===== config.mk =====
export PLATFORM = sky130hd
export DESIGN_NAME = ddo_cordic
export DESIGN_NICKNAME = d
export VERILOG_FILES = /design/src/rtl/core/differential_drive_odometry_assert.svh /design/src/rtl/core/ddo_pkg.sv /design/src/rtl/core/ddo_cordic.sv
export SDC_FILE = /design/constraint.sdc
export NUM_CORES = 1
export LEC_CHECK = 0
export ABC_CLOCK_PERIOD_IN_PS = 6900
export BUFFER_PORTS_ARGS = -buffer_cell sky130_fd_sc_hd__buf_2
export CAP_MARGIN = 5
export CELL_PAD_IN_SITES_DETAIL_PLACEMENT = 1
export CELL_PAD_IN_SITES_GLOBAL_PLACEMENT = 1
export CORE_MARGIN = 2
export CORE_UTILIZATION = 30
export CTS_BUF_LIST = sky130_fd_sc_hd__clkbuf_4 sky130_fd_sc_hd__clkbuf_8
export DETAILED_ROUTE_END_ITERATION = 8
export PLACE_DENSITY_LB_ADDON = 0.1
export REMOVE_ABC_BUFFERS = 1
export SLEW_MARGIN = 40
export SYNTH_ARGS = -nofsm -noshare
export SYNTH_HDL_FRONTEND = slang
export SYNTH_SLANG_ARGS = --single-unit

===== constraint.sdc =====
create_clock -name clk -period 6.9 [get_ports clk]
set_input_delay 1.38 -clock clk [delete_from_list [all_inputs] [get_ports clk]]
set_output_delay 1.38 -clock clk [all_outputs]
set_load 0.02 [all_outputs]

===== src/rtl/core/differential_drive_odometry_assert.svh =====
// ---------------------------------------------------------------------------
// Odometry assertion macros
// Shared concurrent assertion forms for the odometry RTL.
// ---------------------------------------------------------------------------
`ifndef DIFFERENTIAL_DRIVE_ODOMETRY_ASSERT_SVH
`define DIFFERENTIAL_DRIVE_ODOMETRY_ASSERT_SVH

// The consequent must hold in the same cycle as the antecedent.
`define DDO_ASSERT_SAME(label, clk, rst_n, ante, cons) \
  label: assert property (@(posedge clk) disable iff (!rst_n) (ante) |-> (cons)) \
    else $error("odometry assertion failed");

// The consequent must hold in the cycle after the antecedent.
`define DDO_ASSERT_NEXT(label, clk, rst_n, ante, cons) \
  label: assert property (@(posedge clk) disable iff (!rst_n) (ante) |=> (cons)) \
    else $error("odometry assertion failed");

`endif


===== src/rtl/core/ddo_pkg.sv =====
// ---------------------------------------------------------------------------
// Odometry package
// Request types, register indexes, fixed constants and the CORDIC table.
// ---------------------------------------------------------------------------
package ddo_pkg;

  typedef struct packed {
    logic signed [31:0] left_count;
    logic signed [31:0] right_count;
  } ddo_in_t;

  typedef struct packed {
    logic signed [31:0] x_position;
    logic signed [31:0] y_position;
    logic        [31:0] heading;
    logic signed [31:0] quat_z;
    logic signed [31:0] quat_w;
  } ddo_out_t;

  typedef struct packed {
    logic signed [31:0] cos_v;
    logic signed [31:0] sin_v;
  } ddo_trig_t;

  localparam int unsigned CFG_INDEX_W = 1;
  localparam logic [CFG_INDEX_W-1:0] REG_DIST_PER_TICK = 1'd0;
  localparam logic [CFG_INDEX_W-1:0] REG_INV_WHEEL_BASE = 1'd1;

  localparam logic [31:0] DIST_PER_TICK_RST = 32'd278294;
  localparam logic [31:0] INV_WHEEL_BASE_RST = 32'd104857600;
  localparam logic [29:0] ANGLE_SCALE = 30'd683565276;
  localparam logic [29:0] CORDIC_GAIN_INV = 30'd652032874;
  localparam int unsigned CORDIC_STEPS = 24;
  localparam logic [4:0] CORDIC_LAST = 5'(CORDIC_STEPS - 1);

  function automatic logic [29:0] cordic_atan(input logic [4:0] idx);
    logic [29:0] v;
    case (idx)
      5'd0:  v = 30'd536870912;
      5'd1:  v = 30'd316933406;
      5'd2:  v = 30'd167458907;
      5'd3:  v = 30'd85004756;
      5'd4:  v = 30'd42667331;
      5'd5:  v = 30'd21354465;
      5'd6:  v = 30'd10679838;
      5'd7:  v = 30'd5340245;
      5'd8:  v = 30'd2670163;
      5'd9:  v = 30'd1335087;
      5'd10: v = 30'd667544;
      5'd11: v = 30'd333772;
      5'd12: v = 30'd166886;
      5'd13: v = 30'd83443;
      5'd14: v = 30'd41722;
      5'd15: v = 30'd20861;
      5'd16: v = 30'd10430;
      5'd17: v = 30'd5215;
      5'd18: v = 30'd2608;
      5'd19: v = 30'd1304;
      5'd20: v = 30'd652;
      5'd21: v = 30'd326;
      5'd22: v = 30'd163;
      5'd23: v = 30'd81;
      default: v = 30'd0;
    endcase
    return v;
  endfunction

endpackage


===== src/rtl/core/ddo_cordic.sv =====
// ---------------------------------------------------------------------------
// Iterative CORDIC sine and cosine
// One shift-add stage reused for 24 rotations of a binary angle.
// ---------------------------------------------------------------------------
module ddo_cordic
  import ddo_pkg::*;
(
  input  logic        clk,
  input  logic        rst_n,
  input  logic        start,
  input  logic [31:0] angle,
  output logic        done,
  output ddo_trig_t   trig
);

  logic               busy_r;
  logic               done_r;
  logic [4:0]         iter_r;
  logic [1:0]         quad_r;
  logic signed [33:0] x_r;
  logic signed [33:0] y_r;
  logic signed [32:0] z_r;
  logic [1:0]         quad_nxt;
  logic [31:0]        z_start;
  logic signed [33:0] x_sh;
  logic signed [33:0] y_sh;
  logic signed [32:0] atan_v;
  logic signed [31:0] x_cl;
  logic signed [31:0] y_cl;

  assign quad_nxt = 2'((angle + 32'h2000_0000) >> 30);
  assign z_start  = angle - {quad_nxt, 30'd0};
  assign x_sh     = y_r >>> iter_r;
  assign y_sh     = x_r >>> iter_r;
  assign atan_v   = $signed({3'd0, cordic_atan(iter_r)});

  always_ff @(posedge clk) begin
    if (!rst_n) begin
      busy_r <= 1'b0;
      done_r <= 1'b0;
      iter_r <= '0;
    end else begin
      done_r <= busy_r && !start && (iter_r == CORDIC_LAST);
      if (start) begin
        busy_r <= 1'b1;
        iter_r <= '0;
      end else if (busy_r) begin
        if (iter_r == CORDIC_LAST) begin
          busy_r <= 1'b0;
        end
        iter_r <= iter_r + 5'd1;
      end
    end
  end

  always_ff @(posedge clk) begin
    if (start) begin
      quad_r <= quad_nxt;
      x_r    <= $signed({4'd0, CORDIC_GAIN_INV});
      y_r    <= '0;
      z_r    <= 33'($signed(z_start));
    end else if (busy_r) begin
      if (!z_r[32]) begin
        x_r <= x_r - x_sh;
        y_r <= y_r + y_sh;
        z_r <= z_r - atan_v;
      end else begin
        x_r <= x_r + x_sh;
        y_r <= y_r - y_sh;
        z_r <= z_r + atan_v;
      end
    end
  end

  always_comb begin
    if (x_r > 34'sd1073741824) begin
      x_cl = 32'sd1073741824;
    end else if (x_r < -34'sd1073741824) begin
      x_cl = -32'sd1073741824;
    end else begin
      x_cl = 32'(x_r);
    end
    if (y_r > 34'sd1073741824) begin
      y_cl = 32'sd1073741824;
    end else if (y_r < -34'sd1073741824) begin
      y_cl = -32'sd1073741824;
    end else begin
      y_cl = 32'(y_r);
    end
    case (quad_r)
      2'd0: begin
        trig.cos_v = x_cl;
        trig.sin_v = y_cl;
      end
      2'd1: begin
        trig.cos_v = -y_cl;
        trig.sin_v = x_cl;
      end
      2'd2: begin
        trig.cos_v = -x_cl;
        trig.sin_v = -y_cl;
      end
      default: begin
        trig.cos_v = y_cl;
        trig.sin_v = -x_cl;
      end
    endcase
  end

  assign done = done_r;

endmodule


[After elaboration in Yosys (flattened, before gate mapping)]
Memory sizes are Yosys's and may differ from the RTL's. A register that Yosys moved wholly into a read port is not among the register bits.
Cells that the tools add are included.
Storage, ports and cells
  bits in registers: 110
  ROM bits: 960
  input port bits: 35
  output and inout bits: 65
  word-level logic and storage cells: 50
  memories: 1
Cells by class
  add/sub/neg operators: 11
  order comparisons: 4
  equal/unequal tests: 3
  shifts and indexed selects: 2
  muxes and demuxes: 15
  bitwise logic cells: 1
  reduce and logical (&&, ||, !) cells: 6
Memories
  (no name shown): words 32, width 30, rd ports 1, clocked after Yosys merged registers in 1, write ports 0, RTL line ddo_pkg.sv:38  | case (idx)
Operator list (number)
  64-bit case mux with 3 select lines: 1
  32-bit two-way mux: 4
  33-bit two-way mux: 3
  34-bit adder: 2
  34-bit by 32-bit > comparator with 1-bit output, second input constant: 2
  34-bit by 31-bit less-than comparator with 1-bit output, second input constant: 2
  34-bit two-way mux: 2
  34-bit by 5-bit >>> shifter with 34-bit output: 2
  34-bit subtractor: 2
  32-bit negation: 2
  33-bit by 31-bit adder with 33-bit output: 1
  33-bit by 31-bit subtractor with 33-bit output: 1
  32-bit by 30-bit adder with 32-bit output, second input constant: 1
  32-bit subtractor: 1
  5-bit two-way mux: 2
  5-bit by 1-bit adder with 5-bit output, second input constant: 1
  5-bit == test, second input constant: 1
  1-bit two-way mux: 3
  2-bit by 1-bit == test with 1-bit output, second input constant: 1
  2-bit == test, second input constant: 1
  1-bit logical AND: 2
  2-bit zero test: 1
  2-bit nonzero test: 1
  2-bit OR reduction: 1
  2 further kinds: 2

[Depth between registers and ports, before layout]
Gate-level depths: netlist (run 1).
  depth in word-level cells: 5
  depth in mapped cells: 29
  gate-level depth less buffers: 24

[Worst setup path after synthesis (run 1)]
No wires, ideal clock.
  path type: register -> output
  start point: register y_r[13]
  end point: output port trig[22] (netlist name)
  data arrival time: 4.476 ns
  required time: 5.520 ns
  setup slack: 1.044 ns
  cell stages (with the launch flop): 17
  buffers on the path: 5
  path through: dfxtp_1 clkbuf_1 or4_1 nor4_1 nand3_1 o41a_1 o41ai_4 clkbuf_1 buf_2 buf_2 nand2_1 ha_1 clkbuf_1 o21ai_1 a22oi_1 mux4_2 a21oi_1
RTL lines
  from (decl): RTL line ddo_cordic.sv:21  | logic signed [33:0] y_r;
  from (signal assigned): RTL line ddo_cordic.sv:65  | y_r <= y_r + y_sh;
  from (signal assigned): RTL line ddo_cordic.sv:69  | y_r <= y_r - y_sh;
  to (decl): RTL line ddo_cordic.sv:13  | output ddo_trig_t trig

==> results.sh, run 1 <==
export IMPL_worst_setup_path_startpoint="x_r[23]"
export IMPL_htreeDepth=4
export IMPL_final_setup_viol_count=0
export IMPL_dr_pass1_iterations=7
export IMPL_regToRegStartpoint="iter_r[0]"
export IMPL_avg_vias_per_cell=6.076
export IMPL_synthTopCellsByArea="sky130_fd_sc_hd__mux4_2 11%, sky130_fd_sc_hd__dfxtp_1 9.9%, sky130_fd_sc_hd__ha_1 6.7%"
export IMPL_distinct_cell_type_count_of_the_synthesized_netlist=92
export IMPL_crit_arrival_ps=5340
export IMPL_global_route_overflow_total=0
export IMPL_hold_class="reg2reg"
export IMPL_floorplan_die_height_um=269.8
export IMPL_layout_setup_ws_ps=175.2
export IMPL_drt_total_wl_um=100600
export IMPL_crit_path_end_kind="output pin"
export IMPL_clock_period_minus_final_worst_setup_slack_ps=6725
export IMPL_library_cell_with_the_largest_summed_area_after_synthesis="sky130_fd_sc_hd__mux4_2"
export IMPL_via_count_of_the_first_global_routing_pass=23946
export IMPL_post_place_ws_ps=246.4
export IMPL_power_per_cell_area_nw_per_um2=520.6
export IMPL_postSynthRegisterBits=140
export IMPL_run_status="complete, no violations"
export IMPL_initial_utilization_pct=30.27
export IMPL_detailed_route_via_count=23084
export IMPL_remaining_drcs=0
export IMPL_worst_path_max_fanout=20
export IMPL_ys_dominant_reg_cell="sky130_fd_sc_hd__dfxtp_1"
export IMPL_wl_per_cell_um=26.49
export IMPL_die_area_um2=72800
export IMPL_syn_avg_cell_area_um2=7.533
export IMPL_nNetsFinal=2996
export IMPL_clk_path_buf_depth=2
export IMPL_synthCells=2814
export IMPL_power_leakage_nw=9.468
export IMPL_rsz0062_at_grt="false"
export IMPL_holdCritStartpoint="y_r[16]"
export IMPL_synth_warning_count=0
export IMPL_coreArea_um2=70030
export IMPL_fin_worst_skew_ps=40.56
export IMPL_gpl_final_weighted_congestion=0.9916
export IMPL_numCtsBuffers=17
export IMPL_timing_final_crit_share_pct=97.46
export IMPL_num_io_pins=100
export IMPL_postLayoutCoreUtil_pct=33.71
export IMPL_tritoncts_clock_tree="yes"
export IMPL_mappedNetlistArea_um2=21200
export IMPL_cts_sinks=140
export IMPL_grt_pass1_wl_um=151700
export IMPL_clock_fmax_mhz=148.7
export IMPL_crit_path_start_kind="register"
export IMPL_die_w_um=269.8
export IMPL_ys_seq_area_share_pct=14.87
export IMPL_drtAntennaViolNets=0
export IMPL_final_max_slew_violation_count=0
export IMPL_number_of_synthesized_flops_with_an_enable_pin=35
export IMPL_place_port_buffers=99
export IMPL_dp_hpwl_um=77480
export IMPL_detail_route_iter0_violations=1799
export IMPL_relSlewSlack_pct=43.20
export IMPL_final_hold_violation_count=0
export IMPL_cp_required_ps=5520
export IMPL_tightest_slew_ps=850.9
export IMPL_share_of_layout_cells_above_drive_strength_1_pct=16.20
export IMPL_grt_antenna_before_repair=4
export IMPL_worstSkewPairLatency_ps=600
export IMPL_max_cap_violations=0
export IMPL_crit_type="reg2out"
export IMPL_cts_clk_slew_worst_paths_ps=100
export IMPL_area_delta_synth_final_pct=11.37
export IMPL_rows=97
export IMPL_clock_tree_root_cell="sky130_fd_sc_hd__clkbuf_8"
export IMPL_globalRouteTotalUtil_pct=27.05
export IMPL_max_vdd_ir_drop_v=0.0003017
export IMPL_synth_largest_type_area_fraction_pct=11.16
export IMPL_asyncSetResetFlopFracSynth_pct=0
export IMPL_pin_count_of_the_biggest_net_entering_global_routing=89
[metal layers]
metal / wire, um / share of wire (%) / track usage (%) / up-vias
met2: 48470 / 48 / 46.40 / 673
met4: 4097 / 4.1 / 10.91 / 0
met1: 43490 / 43 / 34.84 / 11655
li1: - / - / - / 10586
met5: 0 / 0 / 0 / -
met3: 4574 / 4.5 / 2.516 / 170
[logic make-up (layout without fill, tap and decap cells)]
kind of cell | Yosys count | after routing | share of synthesized area [%]
xor gates and xnor gates | 181 | 181 | 7.478
other | 0 | 1 | 0
buffers and inverters | 315 | 359 | 6.121
DFF | 140 | 140 | 14.87
and+or+nand+nor | 928 | 928 | 20.30
muxes | 202 | 202 | 15.88
adders and majority gates | 116 | 116 | 6.953
AOI/OAI and AO/OA | 932 | 932 | 28.39
[cell type report]
| class | count | area, um2 |
|---|---|---|
| fill | 8580 | 46420 |
| multi-input combinational | 2359 | 16810 |
| sequential | 140 | 3171 |
| timing repair buffer | 252 | 1765 |
| tap | 940 | 1176 |
| inverter | 75 | 281.5 |
| clock buffer | 17 | 234.0 |
| clock inverter | 15 | 172.7 |
| antenna | 1 | 2.502 |
[worst max-delay path, stage by stage, from the launching register on]
cell and delay [ps]:
sky130_fd_sc_hd__dfxtp_1 550, sky130_fd_sc_hd__or4_1 730, sky130_fd_sc_hd__or4_1 650, sky130_fd_sc_hd__nor4_2 320, sky130_fd_sc_hd__a21boi_1 190, sky130_fd_sc_hd__o21ai_4 390
sky130_fd_sc_hd__and2_1 230, sky130_fd_sc_hd__inv_1 60, sky130_fd_sc_hd__ha_2 380, sky130_fd_sc_hd__o21ai_1 360, sky130_fd_sc_hd__a21oi_1 170, sky130_fd_sc_hd__nor3_1 210
sky130_fd_sc_hd__a21oi_1 60, sky130_fd_sc_hd__o221a_2 290, sky130_fd_sc_hd__buf_2 150
[what timing repair did]
action | in CTS | in global routing
endpoints found under the hold margin | 0 | 0
buffers inserted | 0 | 3
gates resized for setup | 0 | 7
hold buffers | 0 | 0
setup endpoints to repair | 0 | 23
[registers in the layout (all words and copies together), names as in the netlist]
register  cells
iter_r        5
busy_r        1
atan_v       30
y_r          34
done          1
quad_r        2
z_r          33
x_r          34
[cells in the mapped netlist, types with 10 or more instances]
master and number:
sky130_fd_sc_hd__xor2_1 85, sky130_fd_sc_hd__a32oi_1 10, sky130_fd_sc_hd__mux4_2 105, sky130_fd_sc_hd__mux2i_1 72, sky130_fd_sc_hd__dfxtp_1 105, sky130_fd_sc_hd__o21ai_1 10
sky130_fd_sc_hd__o22ai_1 23, sky130_fd_sc_hd__a21o_1 56, sky130_fd_sc_hd__nor2b_1 23, sky130_fd_sc_hd__nor2_1 281, sky130_fd_sc_hd__nor4_1 21, sky130_fd_sc_hd__a21boi_0 10
sky130_fd_sc_hd__o21bai_1 20, sky130_fd_sc_hd__o21ai_0 187, sky130_fd_sc_hd__inv_1 67, sky130_fd_sc_hd__nor3_1 46, sky130_fd_sc_hd__buf_1 21, sky130_fd_sc_hd__nand3_1 86
sky130_fd_sc_hd__a22o_1 17, sky130_fd_sc_hd__buf_2 35, sky130_fd_sc_hd__a21oi_1 269, sky130_fd_sc_hd__edfxtp_1 35, sky130_fd_sc_hd__or3_1 22, sky130_fd_sc_hd__a22oi_1 23
sky130_fd_sc_hd__nand4_1 16, sky130_fd_sc_hd__and3_1 30, sky130_fd_sc_hd__nand2b_1 27, sky130_fd_sc_hd__ha_1 113, sky130_fd_sc_hd__a311oi_1 18, sky130_fd_sc_hd__nand2_1 296
sky130_fd_sc_hd__o221ai_1 19, sky130_fd_sc_hd__a31oi_1 50, sky130_fd_sc_hd__o21a_1 24, sky130_fd_sc_hd__mux2_2 23, sky130_fd_sc_hd__xnor2_1 96, sky130_fd_sc_hd__a221oi_1 17
sky130_fd_sc_hd__o31ai_1 21, sky130_fd_sc_hd__o211ai_1 35, sky130_fd_sc_hd__a211oi_1 36, sky130_fd_sc_hd__and2_1 32, sky130_fd_sc_hd__clkbuf_1 172
[metrics by stage]
| stage | instance area [um2] | power (mW) | TNS, ps | hold WS (ps) | instances |
|---|---|---|---|---|---|
| floorplan | 20180 | 8.176 | -90520 | 508.2 | 2574 |
| global placement | 23050 | 11.25 | 0 | 612.9 | 3761 |
| detailed placement | 23070 | 11.43 | 0 | 620.6 | 3762 |
| CTS | 23480 | 12.28 | 0 | 638.7 | 3794 |
| global route | 23610 | 13.31 | 0 | 688.4 | 3799 |
| finish | 23610 | 12.29 | 0 | 638.8 | 3799 |
[report_power, final]
part / total, mW / leakage (nW) / switching, mW / internal [mW]
Sequential: 1.51 / 1.22 / 0.422 / 1.09
Combinational: 10.0 / 8.04 / 6.07 / 3.94
Clock: 0.775 / 0.206 / 0.469 / 0.305
[cells in the final DEF, fill, tap and decap left out, types with 21 or more instances in the layout]
master,count
sky130_fd_sc_hd__nand2_1,296
sky130_fd_sc_hd__nor2_1,277
sky130_fd_sc_hd__a21oi_1,269
sky130_fd_sc_hd__o21ai_0,187
sky130_fd_sc_hd__buf_4,144
sky130_fd_sc_hd__ha_1,111
sky130_fd_sc_hd__mux4_2,105
sky130_fd_sc_hd__dfxtp_1,99
sky130_fd_sc_hd__buf_2,98
sky130_fd_sc_hd__xnor2_1,96
sky130_fd_sc_hd__nand3_1,86
sky130_fd_sc_hd__xor2_1,85
sky130_fd_sc_hd__mux2i_1,72
sky130_fd_sc_hd__inv_1,67
sky130_fd_sc_hd__a21o_1,56
sky130_fd_sc_hd__a31oi_1,49
sky130_fd_sc_hd__nor3_1,46
sky130_fd_sc_hd__a211oi_1,36
sky130_fd_sc_hd__o211ai_1,35
sky130_fd_sc_hd__edfxtp_1,35
sky130_fd_sc_hd__and2_1,32
sky130_fd_sc_hd__and3_1,30
sky130_fd_sc_hd__nand2b_1,26
sky130_fd_sc_hd__o21a_1,24
sky130_fd_sc_hd__mux2_2,23
sky130_fd_sc_hd__nor2b_1,23
sky130_fd_sc_hd__a22oi_1,23
sky130_fd_sc_hd__o22ai_1,23
sky130_fd_sc_hd__or3_1,22
sky130_fd_sc_hd__o31ai_1,21
[final timing paths]
path                            depth (start not counted)  slack [ps]       end
worst max-delay path                                   14         180  trig[56]
worst min-delay path                                    2         640   y_r[16]
worst max register to register                         21         500   y_r[33]
worst min register to register                          2         640   y_r[16]
Power figures use the tool's default switching activity.
==> inputs of run 2 (changes only) <==
--- a/config.mk
+++ b/config.mk
@@ -5,6 +5,7 @@
 export SDC_FILE = /design/constraint.sdc
 export NUM_CORES = 1
 export LEC_CHECK = 0
+export ABC_AREA = 1
 export ABC_CLOCK_PERIOD_IN_PS = 6900
 export BUFFER_PORTS_ARGS = -buffer_cell sky130_fd_sc_hd__buf_2
 export CAP_MARGIN = 5
==> run 2 against run 1 <==
Net effect: combinational power rose by 6%; first-iteration DRC count rose by 0.61%; non-clock buffer count fell by 120; routed wire length rose by 0.31%; register-to-register slack improved by 930 ps; synthesized cell count rose by 27%; utilization fell by 1.2 points; cell count rose by 18%; fmax rose by 14%.
==> results.sh, run 2 <==
export IMPL_multiInputGateArea_um2=15490
export IMPL_post_synth_mux_area_share_pct=0
export IMPL_clock_tree_root_cell="sky130_fd_sc_hd__clkbuf_8"
export IMPL_crit_arrival_ps=4520
export IMPL_synth_warning_count=0
export IMPL_die_w_um=266.4
export IMPL_cellInternalPower_mw=4.709
export IMPL_htreeDepth=4
export IMPL_max_cap_violations=0
export IMPL_rsz0062_at_grt="false"
export IMPL_postSynthRegisterBits=140
export IMPL_power_leakage_nw=10.70
export IMPL_crit_type="reg2out"
export IMPL_synth_compound_area_share_pct=15.88
export IMPL_pin_count_of_the_biggest_net_entering_global_routing=75
export IMPL_tightest_slew_ps=940.6
export IMPL_dr_pass1_iterations=5
export IMPL_crit_path_end_kind="output pin"
export IMPL_synth_largest_type_area_fraction_pct=18.44
export IMPL_num_io_pins=100
export IMPL_dp_hpwl_um=79110
export IMPL_comb_power_share_pct=80.6
export IMPL_clock_fmax_mhz=169.5
export IMPL_ys_dominant_reg_cell="sky130_fd_sc_hd__dfxtp_1"
export IMPL_area_delta_synth_final_pct=7.723
export IMPL_switch_share_pct=64.09
export IMPL_rows=96
export IMPL_combinational_family_with_the_most_area_after_synthesis="simple AND/OR/NAND/NOR gates"
export IMPL_max_vdd_ir_drop_v=0.0001858
export IMPL_share_of_layout_cells_above_drive_strength_1_pct=9.250
export IMPL_fillCellCount=9195
export IMPL_wl_per_cell_um=22.51
export IMPL_coreArea_um2=68350
export IMPL_cts_sinks=140
export IMPL_largestRegisters="x_r: 34 flops, y_r: 34 flops, z_r: 33 flops"
export IMPL_cts_resized_gates=0
export IMPL_globalRouteTotalUtil_pct=28.12
export IMPL_initial_utilization_pct=30.22
export IMPL_share_of_synthesized_cell_area_in_full_adder_half_adder_and_majority_cells_pct=7.135
export IMPL_via_count_of_the_first_global_routing_pass=25517
export IMPL_global_route_overflow_total=0
export IMPL_total_switching_power_mw=8.403
export IMPL_distinct_cell_type_count_of_the_synthesized_netlist=62
export IMPL_final_max_slew_violation_count=0
export IMPL_drtAntennaViolNets=0
export IMPL_yosysMostFrequentCell="sky130_fd_sc_hd__nand2_1"
export IMPL_avg_vias_per_cell=5.593
export IMPL_cts_clk_slew_worst_paths_ps=120
export IMPL_clock_period_minus_final_worst_setup_slack_ps=5899
export IMPL_crit_path_start_kind="register"
export IMPL_final_setup_tns_ps=0
export IMPL_nNetsFinal=3738
export IMPL_timing_final_crit_share_pct=85.50
export IMPL_synth_simple_gate_area_share_pct=46.28
export IMPL_synthCells=3585
export IMPL_hold_class="reg2reg"
export IMPL_tritoncts_clock_tree="yes"
export IMPL_cts_setup_buffers=0
export IMPL_mappedNetlistArea_um2=20660
export IMPL_post_place_ws_ps=1448
export IMPL_grt_antenna_before_repair=2
export IMPL_mostFrequentLayoutCells="1015 x sky130_fd_sc_hd__nand2_1, 549 x sky130_fd_sc_hd__nand3_1, 325 x sky130_fd_sc_hd__nor2_1"
export IMPL_final_hold_violation_count=0
export IMPL_place_port_buffers=99
export IMPL_worst_path_max_fanout=44
export IMPL_layout_setup_ws_ps=1001
export IMPL_detailed_route_via_count=25080
export IMPL_clk_path_buf_depth=2
export IMPL_synth_commonest_cells="1015 x sky130_fd_sc_hd__nand2_1, 549 x sky130_fd_sc_hd__nand3_1, 330 x sky130_fd_sc_hd__nor2_1"
export IMPL_gpl_final_weighted_congestion=0.9283
export IMPL_relSlewSlack_pct=37.21
export IMPL_cp_required_ps=5520
export IMPL_clock_power_share_pct=5.7
export IMPL_mostFrequentLayoutCell="sky130_fd_sc_hd__nand2_1"
export IMPL_die_area_um2=70970
export IMPL_synthXorXnorAreaFrac_pct=5.512
export IMPL_power_per_cell_area_nw_per_um2=589.2
export IMPL_fin_worst_hold_slack_ps=547.9
export IMPL_asyncSetResetFlopFracSynth_pct=0
export IMPL_numCtsBuffers=17
export IMPL_remaining_drcs=0
export IMPL_drt_total_wl_um=100900
export IMPL_worstSkewPairLatency_ps=590
export IMPL_run_status="complete, no violations"
export IMPL_floorplan_die_height_um=266.4
export IMPL_synthTopCellsByArea="sky130_fd_sc_hd__nand2_1 18%, sky130_fd_sc_hd__nand3_1 13%, sky130_fd_sc_hd__dfxtp_1 10%"
export IMPL_detail_route_iter0_violations=1810
export IMPL_number_of_synthesized_flops_with_an_enable_pin=35
export IMPL_syn_avg_cell_area_um2=5.762
export IMPL_ys_seq_area_share_pct=15.26
export IMPL_postCtsHoldBufs=0
export IMPL_post_layout_total_power_mw=13.11
export IMPL_area_sequential_um2=3159
export IMPL_final_setup_viol_count=0
export IMPL_grt_pass1_wl_um=153500
export IMPL_power_frac_seq_pct=13.6
export IMPL_fin_worst_skew_ps=34.42
export IMPL_library_cell_with_the_largest_summed_area_after_synthesis="sky130_fd_sc_hd__nand2_1"
## run 2: changes by cell type in the layout (fill, tap and decap cells not counted), moves of 105 or more
cell and delta:
sky130_fd_sc_hd__nand2_1 +719, sky130_fd_sc_hd__a21oi_1 -121, sky130_fd_sc_hd__nand3_1 +463, sky130_fd_sc_hd__buf_4 -113, sky130_fd_sc_hd__mux4_2 -105, sky130_fd_sc_hd__inv_1 +253
## run 2: final cells by class
class	count	area share (%)
multi-input cells	2950	69.63
well taps	882	4.959
flip-flops and latches	140	14.20
clock buffers	17	1.051
clock inverters	15	0.8153
diodes	2	0.02249
repair buffers	132	3.452
inverters	346	5.870
## run 2: stage by stage
| stage | utilization, % | area [um2] | instances |
|---|---|---|---|
| 2_1_floorplan | - | 19900 | 3436 |
| 3_3_place_gp | 31.91 | 21810 | 4450 |
| 3_5_place_dp | 31.92 | 21810 | 4450 |
| 4_1_cts | 32.52 | 22230 | 4482 |
| 5_1_grt | 32.56 | 22250 | 4483 |
| 6_report | 32.56 | 22250 | 4484 |
## run 2: worst paths after layout
path,start,end,slack (ps),depth (start not counted)
worst min register to register,y_r[33],y_r[33],550,2
worst max register to register,iter_r[1],y_r[33],1430,30
worst max-delay path,x_r[33],trig[31],1000,13
worst min-delay path,y_r[33],y_r[33],550,2
## run 2: cells by family after synthesis
group,count (synthesis)
XOR/XNOR,130
AO/OA/AOI/OAI,550
buffers and inverters,495
AND/OR/NAND/NOR,2154
adder cells (fa/ha/maj),116
flip-flops,140
## run 2: power by group through the flow
stage | sequential [mW] | combinational [mW] | clock [mW]
after CTS | 1.75 | 10.5 | 0.777
after global placement | 1.77 | 10.2 | 0
after floorplan | 1.35 | 7.45 | 0
final | 1.78 | 10.6 | 0.753
after global routing | 1.77 | 11.8 | 0.801
after detailed placement | 1.77 | 10.4 | 0
## run 2: metal layers
layer	wire length [um]	GRT usage, %	vias up
met2	46870	47.09	562
met1	47110	37.40	12275
li1	-	-	12100
met5	0	0	-
met4	3232	9.672	0
met3	3728	3.054	143
## run 2: worst max-delay path, cell delays in order, from the launching register on
cell                      delay (ps)
sky130_fd_sc_hd__dfxtp_1         940
sky130_fd_sc_hd__nand2_2          80
sky130_fd_sc_hd__buf_4           310
sky130_fd_sc_hd__inv_1           430
sky130_fd_sc_hd__nor2_1          200
sky130_fd_sc_hd__o31ai_2         480
sky130_fd_sc_hd__nand3_1         200
sky130_fd_sc_hd__nor2_2          400
sky130_fd_sc_hd__nand4_1         290
sky130_fd_sc_hd__nand2_1         180
sky130_fd_sc_hd__nand2_1          70
sky130_fd_sc_hd__nand2_1         160
sky130_fd_sc_hd__inv_1            50
sky130_fd_sc_hd__buf_2           150
